<file path="src/rtl/core/assert_macros.svh">
// Assertion macros for the RTL of the dimmer core.
`ifndef ASSERT_MACROS_SVH
`define ASSERT_MACROS_SVH

// Clocked assertion of a property, switched off while reset is low.
`define TDRP_ASSERT(label, clk_sig, rst_n_sig, prop, msg) \
	label: assert property (@(posedge clk_sig) disable iff (!rst_n_sig) prop) else $error(msg);

// Clocked implication: when the condition holds, the consequence must hold as well.
`define TDRP_ASSERT_IMP(label, clk_sig, rst_n_sig, cond, conseq, msg) \
	`TDRP_ASSERT(label, clk_sig, rst_n_sig, (cond) |-> (conseq), msg)

`endif

</file>
<file path="src/rtl/core/tdrp_pkg.sv">
// Package of the dimmer core: event codes, power limits and the firing delay lookup.
`default_nettype none
package tdrp_pkg;

	typedef enum logic [2:0] {
		OP_ZERO_CROSS = 3'd0,
		OP_SET_POWER  = 3'd1,
		OP_STEP_POWER = 3'd2,
		OP_ON         = 3'd3,
		OP_OFF        = 3'd4,
		OP_TOGGLE     = 3'd5
	} opcode_t;

	localparam logic [6:0] POWER_MAX = 7'd100;
	localparam int unsigned MAX_RAMP_SECONDS = 63;

	// Firing delay code for each power percent from 0 to 100.
	localparam logic [6:0] DELAY_LUT [101] = '{
		7'd0,  7'd0,  7'd0,  7'd0,  7'd0,  7'd0,  7'd0,  7'd17, 7'd18, 7'd19,
		7'd20, 7'd22, 7'd23, 7'd23, 7'd24, 7'd25, 7'd26, 7'd27, 7'd28, 7'd29,
		7'd29, 7'd30, 7'd31, 7'd32, 7'd32, 7'd33, 7'd34, 7'd35, 7'd35, 7'd36,
		7'd37, 7'd37, 7'd38, 7'd39, 7'd39, 7'd40, 7'd41, 7'd41, 7'd42, 7'd43,
		7'd43, 7'd44, 7'd45, 7'd45, 7'd46, 7'd47, 7'd47, 7'd48, 7'd49, 7'd50,
		7'd50, 7'd51, 7'd51, 7'd52, 7'd52, 7'd53, 7'd54, 7'd54, 7'd55, 7'd56,
		7'd56, 7'd57, 7'd58, 7'd58, 7'd59, 7'd60, 7'd60, 7'd61, 7'd62, 7'd62,
		7'd63, 7'd64, 7'd64, 7'd65, 7'd66, 7'd67, 7'd67, 7'd68, 7'd69, 7'd70,
		7'd70, 7'd71, 7'd72, 7'd73, 7'd74, 7'd75, 7'd76, 7'd77, 7'd78, 7'd79,
		7'd80, 7'd81, 7'd82, 7'd83, 7'd84, 7'd85, 7'd87, 7'd89, 7'd90, 7'd93,
		7'd99
	};

	// Levels above full power have no entry and give a zero delay code.
	function automatic logic [6:0] delay_lookup(input logic [6:0] level);
		logic [6:0] code;
		if (level > POWER_MAX) begin
			code = 7'd0;
		end else begin
			code = DELAY_LUT[level];
		end
		return code;
	endfunction

endpackage
`default_nettype wire

</file>
<file path="src/rtl/core/triac_dimmer_ramp_phase.sv">
// Top level of the triac phase-angle dimmer with a linear soft ramp.
// The block takes one event item at a time and answers each with one status item.
// A mains zero crossing recomputes the applied power as
// start + (target_or_zero - start) * count / ramp_cycles, truncated toward zero,
// and looks the result up in the firing delay table. The multiply has a state of its own,
// and the divide by the ramp length is a restoring divider that produces one
// quotient bit per cycle; a zero crossing passes through the multiply, divide, finish
// and done states on its way from acceptance to the status item.
// Every other event updates the registers in the cycle it is accepted and sends its
// status item from the done state to the output register. The input side is ready again as soon
// as the status item sits in the output register, even while it waits to be taken.
// A status item that is not taken holds the next event in the done state until the
// output register frees up.
// The ramp register write is accepted only while the block is idle and no event item
// is offered, and it resets the ramp counter to full, which ends any ramp at once;
// a zero setting counts as one second.
`default_nettype none
module triac_dimmer_ramp_phase #(
	parameter int unsigned AC_FREQ = 50
) (
	input  wire logic       clk,
	input  wire logic       arst_n,
	// Event channel
	input  wire logic       in_valid,
	output logic            in_ready,
	input  wire logic [2:0] opcode,
	input  wire logic [7:0] power_value,
	// Status channel
	output logic            out_valid,
	input  wire logic       out_ready,
	output logic [6:0]      firing_delay,
	output logic [6:0]      applied_power,
	output logic [6:0]      target_power,
	output logic            is_on,
	// Ramp time register write
	input  wire logic       cfg_valid,
	output logic            cfg_ready,
	input  wire logic [5:0] ramp_seconds
);

	`include "assert_macros.svh"

	// Longest ramp in mains half cycles sets the counter width.
	localparam int unsigned MAX_CYCLES = tdrp_pkg::MAX_RAMP_SECONDS * 2 * AC_FREQ;
	localparam int unsigned CNT_W      = $clog2(MAX_CYCLES + 1);
	// The product of the level difference magnitude and the ramp count.
	localparam int unsigned PROD_W     = 7 + CNT_W;
	localparam int unsigned ITER_W     = $clog2(PROD_W);

	typedef enum logic [2:0] {
		ST_IDLE,
		ST_MUL,
		ST_DIV,
		ST_FIN,
		ST_DONE
	} state_t;

	state_t              state_q;
	logic [CNT_W-1:0]    cycles_q;
	logic [CNT_W-1:0]    ramp_count_q;
	logic [6:0]          applied_q;
	logic [6:0]          target_q;
	logic [6:0]          start_q;
	logic                step_up_q;
	logic                enabled_q;
	logic [6:0]          delay_q;

	// Divider working registers.
	logic [6:0]          mag_q;
	logic                neg_q;
	logic [CNT_W-1:0]    cnt_q;
	logic [PROD_W-1:0]   num_q;
	logic [CNT_W-1:0]    rem_q;
	logic [ITER_W-1:0]   iter_q;

	logic                out_valid_q;
	logic [6:0]          out_delay_q;
	logic [6:0]          out_applied_q;
	logic [6:0]          out_target_q;
	logic                out_on_q;

	logic                in_fire;
	logic [CNT_W-1:0]    cfg_cycles;
	logic [5:0]          secs_eff;
	logic [6:0]          eff_level;
	logic [CNT_W-1:0]    cnt_eff;
	logic signed [8:0]   diff;
	logic [CNT_W:0]      rem_shift;
	logic                sub_ok;
	logic [CNT_W:0]      rem_sub;
	logic [6:0]          quo;
	logic signed [9:0]   lvl_sum;
	logic [6:0]          lvl_clamped;
	logic [6:0]          set_level;
	logic                step_dir;
	logic                out_free;

	assign in_ready  = (state_q == ST_IDLE);
	assign cfg_ready = (state_q == ST_IDLE) && !in_valid;
	assign in_fire   = in_valid && in_ready;
	assign out_free  = !out_valid_q || out_ready;

	// Ramp length in half cycles for a register write.
	assign secs_eff   = (ramp_seconds == 6'd0) ? 6'd1 : ramp_seconds;
	assign cfg_cycles = CNT_W'(secs_eff) * CNT_W'(2 * AC_FREQ);

	// Operands of the ramp equation, taken when a zero crossing is accepted.
	assign eff_level = enabled_q ? target_q : 7'd0;
	assign cnt_eff   = (ramp_count_q > cycles_q) ? cycles_q : ramp_count_q;
	assign diff      = $signed({2'b00, eff_level}) - $signed({2'b00, start_q});

	// One restoring divide step: shift in the next dividend bit and try the subtract.
	assign rem_shift = {rem_q, num_q[PROD_W-1]};
	assign sub_ok    = (rem_shift >= {1'b0, cycles_q});
	assign rem_sub   = rem_shift - {1'b0, cycles_q};

	// The quotient never exceeds the difference magnitude, so seven bits hold it.
	assign quo     = num_q[6:0];
	assign lvl_sum = neg_q ? ($signed({3'b000, start_q}) - $signed({3'b000, quo}))
	                       : ($signed({3'b000, start_q}) + $signed({3'b000, quo}));

	always_comb begin
		if (lvl_sum < 0) begin
			lvl_clamped = 7'd0;
		end else if (lvl_sum > $signed({3'b000, tdrp_pkg::POWER_MAX})) begin
			lvl_clamped = tdrp_pkg::POWER_MAX;
		end else begin
			lvl_clamped = lvl_sum[6:0];
		end
	end

	// Set power clamps the request to full power.
	assign set_level = (power_value > 8'd100) ? tdrp_pkg::POWER_MAX : power_value[6:0];

	// Direction turns down at full power and up at zero before a step.
	always_comb begin
		step_dir = step_up_q;
		if (target_q >= tdrp_pkg::POWER_MAX) begin
			step_dir = 1'b0;
		end
		if (target_q == 7'd0) begin
			step_dir = 1'b1;
		end
	end

	always_ff @(posedge clk or negedge arst_n) begin
		if (!arst_n) begin
			state_q       <= ST_IDLE;
			cycles_q      <= CNT_W'(4 * AC_FREQ);
			ramp_count_q  <= CNT_W'(4 * AC_FREQ);
			applied_q     <= 7'd0;
			target_q      <= 7'd0;
			start_q       <= 7'd0;
			step_up_q     <= 1'b1;
			enabled_q     <= 1'b0;
			delay_q       <= 7'd0;
			mag_q         <= 7'd0;
			neg_q         <= 1'b0;
			cnt_q         <= '0;
			num_q         <= '0;
			rem_q         <= '0;
			iter_q        <= '0;
			out_valid_q   <= 1'b0;
			out_delay_q   <= 7'd0;
			out_applied_q <= 7'd0;
			out_target_q  <= 7'd0;
			out_on_q      <= 1'b0;
		end else begin
			// The output register fills from the done state and empties once its item is taken.
			if ((state_q == ST_DONE) && out_free) begin
				out_valid_q <= 1'b1;
			end else if (out_valid_q && out_ready) begin
				out_valid_q <= 1'b0;
			end

			case (state_q)
				ST_IDLE: begin
					if (in_fire) begin
						state_q <= (opcode == tdrp_pkg::OP_ZERO_CROSS) ? ST_MUL : ST_DONE;
						case (opcode)
							tdrp_pkg::OP_ZERO_CROSS: begin
								mag_q   <= diff[8] ? 7'(-diff) : diff[6:0];
								neg_q   <= diff[8];
								cnt_q   <= cnt_eff;
							end
							tdrp_pkg::OP_SET_POWER: begin
								target_q     <= set_level;
								if (set_level >= tdrp_pkg::POWER_MAX) begin
									step_up_q <= 1'b0;
								end
								if (set_level == 7'd0) begin
									step_up_q <= 1'b1;
								end
								ramp_count_q <= '0;
								start_q      <= applied_q;
							end
							tdrp_pkg::OP_STEP_POWER: begin
								step_up_q <= step_dir;
								target_q  <= step_dir ? (target_q + 7'd1) : (target_q - 7'd1);
							end
							tdrp_pkg::OP_ON: begin
								enabled_q    <= 1'b1;
								ramp_count_q <= '0;
								start_q      <= applied_q;
							end
							tdrp_pkg::OP_OFF: begin
								enabled_q    <= 1'b0;
								ramp_count_q <= '0;
								start_q      <= applied_q;
							end
							tdrp_pkg::OP_TOGGLE: begin
								enabled_q    <= !enabled_q;
								ramp_count_q <= '0;
								start_q      <= applied_q;
							end
							default: begin
								// Unused codes only report the current status.
							end
						endcase
					end else if (cfg_valid && cfg_ready) begin
						// A ramp time write fills the counter, so the current ramp ends.
						cycles_q     <= cfg_cycles;
						ramp_count_q <= cfg_cycles;
					end
				end
				ST_MUL: begin
					num_q   <= PROD_W'(mag_q) * PROD_W'(cnt_q);
					rem_q   <= '0;
					iter_q  <= '0;
					state_q <= ST_DIV;
				end
				ST_DIV: begin
					if (sub_ok) begin
						rem_q <= rem_sub[CNT_W-1:0];
					end else begin
						rem_q <= rem_shift[CNT_W-1:0];
					end
					num_q  <= {num_q[PROD_W-2:0], sub_ok};
					iter_q <= iter_q + ITER_W'(1);
					if (iter_q == ITER_W'(PROD_W - 1)) begin
						state_q <= ST_FIN;
					end
				end
				ST_FIN: begin
					applied_q <= lvl_clamped;
					delay_q   <= tdrp_pkg::delay_lookup(lvl_clamped);
					if (ramp_count_q < cycles_q) begin
						ramp_count_q <= ramp_count_q + CNT_W'(1);
					end
					state_q <= ST_DONE;
				end
				ST_DONE: begin
					if (out_free) begin
						out_delay_q   <= delay_q;
						out_applied_q <= applied_q;
						out_target_q  <= target_q;
						out_on_q      <= enabled_q;
						state_q       <= ST_IDLE;
					end
				end
				default: begin
					state_q <= ST_IDLE;
				end
			endcase
		end
	end

	assign out_valid     = out_valid_q;
	assign firing_delay  = out_delay_q;
	assign applied_power = out_applied_q;
	assign target_power  = out_target_q;
	assign is_on         = out_on_q;

	// The ramp counter never runs past the ramp length.
	`TDRP_ASSERT(a_count_bounded, clk, arst_n, ramp_count_q <= cycles_q, "ramp count past ramp length")
	// The applied level always stays within the power range.
	`TDRP_ASSERT(a_level_bounded, clk, arst_n, applied_q <= tdrp_pkg::POWER_MAX, "applied level out of range")
	// The divider quotient can never exceed the level difference it scales.
	`TDRP_ASSERT_IMP(a_quo_bounded, clk, arst_n, state_q == ST_FIN, num_q <= PROD_W'(mag_q), "quotient too large")
	// Right after an item is taken, the block is busy in the following cycle.
	`TDRP_ASSERT_IMP(a_busy_after_accept, clk, arst_n, in_fire, ##1 !in_ready, "ready right after accept")

endmodule
`default_nettype wire

</file>
<file path="config.mk">
export PLATFORM = sky130hd
export DESIGN_NAME = triac_dimmer_ramp_phase
export DESIGN_NICKNAME = d
export VERILOG_FILES = /design/src/rtl/core/tdrp_pkg.sv /design/src/rtl/core/triac_dimmer_ramp_phase.sv
export VERILOG_INCLUDE_DIRS = /design/src /design/src/rtl/core
export SDC_FILE = /design/constraint.sdc
export NUM_CORES = 1
export LEC_CHECK = 0
export ABC_AREA = 0
export BUFFER_PORTS_ARGS = -buffer_cell sky130_fd_sc_hd__buf_4
export CORE_MARGIN = 2
export CORE_UTILIZATION = 35
export CTS_CLUSTER_DIAMETER = 100
export DETAILED_ROUTE_END_ITERATION = 16
export GPL_ROUTABILITY_DRIVEN = 1
export GPL_TIMING_DRIVEN = 0
export SYNTH_ARGS = -nofsm -noshare
export SYNTH_HDL_FRONTEND = slang
export SYNTH_SLANG_ARGS = --single-unit
</file>
<file path="constraint.sdc">
create_clock -name clk -period 5.1 [get_ports clk]
set_input_delay 0.51 -clock clk [delete_from_list [all_inputs] [get_ports clk]]
set_output_delay 0.51 -clock clk [all_outputs]
set_load 0.05 [all_outputs]
</file>
; ---- After elaboration in Yosys (flattened, before gate mapping)
; Memories as Yosys holds them, arrays and structs flattened. A register that Yosys moved wholly into a read port is not among the register bits.
; Cells that the tools add are included.
[word_totals]
in_bits = 22
romBits = 896
word_cells = 120
out_inout_bits = 25
mem_count = 1
register_bits = 132
[classes]
n_lt_le_gt_ge = 8
reduce_logical = 30
n_bitwise = 2
eq_ne = 17
mux = 32
mul = 2
n_addsub = 9
[mem_list]
columns = name, depth, word_bits, read_ports, rd_ports_with_merged_regs, write_ports, line_no
row1 = (name not given), 128, 7, 1, 1, 0, tdrp_pkg.sv:38  ; code = DELAY_LUT[level];
[op_table]
columns = cell, count
row1 = 2-to-1 mux 13 bit, 6
row2 = one-hot mux 13 bit (2 select lines), 2
row3 = 2-to-1 mux 7 bit, 6
row4 = one-hot mux 20 bit (2 select lines), 1
row5 = multiplier 7 x 13 -> 20 bit, 1
row6 = AND reduction 3 bit, 6
row7 = subtractor 7 x 7 -> 8 bit, 2
row8 = one-hot mux 3 bit (5 select lines), 1
row9 = greater-or-equal comparator 14 x 13 -> 1 bit, 1
row10 = "greater-or-equal comparator 7 bit, second input constant", 2
row11 = logical NOT 7 bit, 2
row12 = one-hot mux 7 bit (2 select lines), 1
row13 = "adder 13 x 1 -> 13 bit, second input constant", 1
row14 = > comparator 13 bit, 1
row15 = less-than comparator 13 bit, 1
row16 = subtractor 13 bit, 1
row17 = "equality test 3 x 2 -> 1 bit, second input constant", 4
row18 = 2-to-1 mux 3 bit, 4
row19 = "multiplier 6 x 5 -> 11 bit, second input constant", 1
row20 = "> comparator 10 x 8 -> 1 bit, second input constant", 1
row21 = "less-than comparator 10 x 1 -> 1 bit, second input constant", 1
row22 = 2-to-1 mux 10 bit, 1
row23 = one-hot mux 5 bit (2 select lines), 1
row24 = "equality test 3 bit, second input constant", 3
row25 = 28 further kinds, 49

; ---- Logic depth before layout (Yosys ltp)
[logic_depth]
ltp_word = 6
mapped_depth = 21
mapped_depth_nobuf = 20

; ---- Worst setup path before layout
; Ideal clock, no wire load.
[synth_path]
path_type = reg2reg
start = register mag_q[6]
end = register num_q[19]
path_slack_ns = 0.023
t_required_ns = 5.004
n_path_buf = 1
arrival_ns = 4.982
stages_incl_launch_ff = 19
period_less_slack_ns = 5.077
setup_ns = 0.096
cell_sequence = dfrtp_1 -> clkbuf_1 -> and2_1 -> fa_1 -> fa_1 -> fa_1 -> inv_1 -> fa_1 -> inv_1 -> ha_1 -> or3_1 -> o2111ai_1 -> a21oi_1 -> o41ai_1 -> o21ai_0 -> or4_1 -> o21ai_0 -> xnor2_1 -> o31ai_1
[synth_via]
elab_chain_cells = 2
[synth_lines]
columns = item, line_no
row1 = start: declaration, triac_dimmer_ramp_phase.sv:69  ; logic [6:0] mag_q;
row2 = start signal: assignment, triac_dimmer_ramp_phase.sv:182  ; mag_q <= diff[8] ? 7'(-diff) : diff[6:0];
row3 = multiplier 7 x 13 -> 20 bit, triac_dimmer_ramp_phase.sv:227  ; num_q <= PROD_W'(mag_q) * PROD_W'(cnt_q);
row4 = one-hot mux 20 bit (2 select lines), triac_dimmer_ramp_phase.sv:176  ; case (state_q)
row5 = end signal: assignment, triac_dimmer_ramp_phase.sv:227
row6 = end signal: assignment, triac_dimmer_ramp_phase.sv:238  ; num_q <= {num_q[PROD_W-2:0], sub_ok};
row7 = end: declaration, triac_dimmer_ramp_phase.sv:72  ; logic [PROD_W-1:0] num_q;
; Every way passes these cells.
; A chain may end at the register's enable or synchronous reset.

; ---- Worst setup path in the final report
[layout_path]
start = register mag_q[2]
end = register num_q[19]
; The elaborated chain is that of the path after synthesis.

==> metrics.yaml <==
outcome:
  status: "finished, violations left"
  violations: "negative setup slack"
clock_tree:
  cts.path.max_buffers: 2
  cts_tree: "yes"
  ctsHoldBuffers: 0
  cts_sinks: 139
  cts-root-buf: "clkbuf_16"
  cts_max_level: 4
  clk_latency_ns: 0.42
  cts-buffers-inserted: 17
  path_clk_slew_ns: 0.06
floorplanning:
  start_util_pct: 35.4
  die_area_um2: 37300
  core-area_um2: 35400
  rows: 69
  die_y_um: 193
  io_pins: 47
  die_w_um: 193
critical_path:
  r2r_end: "num_q[19]"
  critPathArrivalTime_ns: 5.49
  worstSetupPathType: "reg2reg"
  ff2ff_path_depth: 20
  cp-end-kind: "register"
  required_ns: 5.43
  path_max_fanout: 10
  startpoint_type: "register"
  r2r-start: "mag_q[2]"
  r2r_slack_ns: -0.06
placed_design:
  placed_cells: 1926
  dpl_worst_slack_ns: -0.803
  portBuffers: 45
  place_congestion: 0.894
  dpl.hpwl_um: 26200
logic_synthesis:
  synthCells: 1419
  synth_edf_count: 0
  synth_cell_types: 82
  synth.avg_cell_area_um2: 8.83
  synth_warnings: 0
  synth_nets: 1621
  synth_async_sr_flop_share_pct: 100
  yosys.area.top_type: "dfrtp_1"
  synth_area_leaders: "dfrtp_1, ha_1, fa_1"
  ys_ff_latch: 139
  synth_area_um2: 12500
  yosysSeqAreaShare_pct: 27.8
  synthFlopType: "dfrtp_1"
  synth_top_area_share_pct: 26.4
layout:
  syn2layout_area_growth_pct: 16.9
  fillCellCount: 3559
  diodes: 0
  seqCellArea_um2: 3500
  drive_gt1_share_pct: 14.4
  layout.cells.non_filler: 1986
  layout_commonest_cell: "nand2_1"
  layout.nets: 1714
  multi_input_comb_area_um2: 8510
  final_cell_mix: "nand2_1, dfrtp_1, inv_1, ha_1, o21ai_0"
pwr:
  power.density_nw_per_um2: 718
  switchingPower_w: 0.00534
  swShare_pct: 50.7
  combinationalPowerShare_pct: 68.2
  p_total_w: 0.0105
  p_seq_share_pct: 19.0
  clockPowerShare_pct: 12.8
  p_int_w: 0.00518
  power.leakage_nw: 6.90
  ir_drop_uv: 487
drt:
  first_pass_iters: 5
  wl_um: 34600
  drt_iter0_markers: 646
  avgViaCountPerCell: 5.28
  ant_nets: 0
  route.detailed.drc: 0
  routedWlPerCell_um: 17.4
  vias: 10492
flow_run:
  maxCapViolCount: 0
grt:
  grt.overflow.total: 0
  grt_max_degree: 86
  grt_usage_pct: 19.4
  grt_pass1_vias: 10474
  grt_pass1_wl_um: 56700
  antenna_found_initial: 0
timing:
  holdWs_ns: 0.150
  final_max_slew_viol_count: 0
  finalSetupViolCount: 2
  max_slew_margin_pct: 27.0
  worst_pin_slew_ns: 1.09
  fin_crit_sh_pct: 101
  finalCriticalPeriod_ns: 5.16
  skew_ns: 0.00748
  clock.fmax_mhz: 194
  rsz0062_at_grt: "true"
  final.setup.worst_slack_ns: -0.0599
  hold_viol: 0
hold_path:
  hold_class: "in2async"
## stage by stage
step	util (%)	instance area, um2	setup TNS [ns]
floorplan	-	12500	0
global placement	38.0	13400	-3.90
global route	41.4	14600	-0.928
CTS	40.8	14500	-0.172
detailed placement	38.1	13500	-3.94
finish	41.4	14600	-0.0611
## kinds of logic (layout without fill, tap and decap cells)
logic type,after synthesis,count (layout),synth area share [%]
buf+inv,187,293,5.97
fa+ha+maj,180,180,21.6
flops,139,139,27.8
simple gates,458,458,17.9
compound gates,344,344,18.0
xor+xnor,51,51,3.57
mux,60,60,5.12
## synthesized netlist by cell type (9+ instances only)
| cell | n |
|---|---|
| a211oi_1 | 15 |
| a21o_1 | 28 |
| a21oi_1 | 67 |
| a31oi_1 | 14 |
| and2_1 | 72 |
| and3_1 | 9 |
| clkbuf_1 | 47 |
| dfrtp_1 | 132 |
| fa_1 | 60 |
| ha_1 | 120 |
| inv_1 | 125 |
| mux2_2 | 32 |
| mux2i_1 | 28 |
| nand2_1 | 158 |
| nand2b_1 | 14 |
| nand3_1 | 20 |
| nor2_1 | 98 |
| nor2b_1 | 16 |
| nor3_1 | 18 |
| nor4_1 | 10 |
| o21ai_0 | 113 |
| o21bai_1 | 10 |
| o31ai_1 | 11 |
| xnor2_1 | 29 |
| xor2_1 | 22 |
## sequential cells by signal, indices dropped and copies added, names as in the netlist, 11 cells and up
register      flops
rem_q            13
num_q            20
ramp_count_q     13
cycles_q         11
cnt_q            13
## how the worst max path moves through the flow
stage | startpoint | end | slack, ns
6_report | mag_q[2] | num_q[19] | -0.06
5_1_grt | mag_q[5] | num_q[19] | -0.28
4_1_cts | mag_q[4] | num_q[19] | -0.17
3_5_place_dp | mag_q[3] | num_q[19] | -0.80
3_3_place_gp | mag_q[3] | num_q[19] | -0.82
2_1_floorplan | mag_q[6] | num_q[19] | 0.02
## layer usage
layer	track usage, %	part of all wire (%)
met3	2.43	3.4
met2	30.4	46
met4	5.45	1.7
met1	28.1	49
met5	0	0
## timing repair
item,CTS,global route
hold endpoints to repair,0,0
resized for setup,60,26
pin swaps,30,23
endpoints found under the setup margin,10,11
setup buffers,19,10
## area by class of cell
cell class / instances / share of cell area [%]
clock buffers: 21 / 3.21
multi-input cells: 1093 / 58.1
inverters: 126 / 3.23
plain buffers: 61 / 2.47
clock inverters: 11 / 1.14
repair buffers: 74 / 4.01
flip-flops and latches: 139 / 23.9
well taps: 461 / 3.94
## power by group through the flow
stage	Combinational (W)	Sequential (W)	Clock, W
3_5_place_dp	0.00665	0.00201	0
4_1_cts	0.00694	0.00200	0.00137
5_1_grt	0.00794	0.00206	0.00143
2_1_floorplan	0.00476	0.00206	0
6_report	0.00717	0.00200	0.00135
3_3_place_gp	0.00663	0.00200	0
## critical path: stages, from the launching register on
cell	delay, ns
dfrtp_1	0.40
buf_8	0.15
and2_1	0.15
fa_1	0.50
inv_1	0.05
fa_1	0.50
inv_2	0.04
fa_1	0.52
inv_2	0.04
fa_1	0.55
inv_2	0.05
ha_4	0.16
or3_4	0.38
o2111ai_4	0.24
a21oi_4	0.10
o41ai_4	0.28
o21ai_2	0.12
or4_4	0.43
o21ai_2	0.08
xnor2_1	0.09
o31ai_1	0.21
No activity file was read; power rests on OpenSTA's default activity.
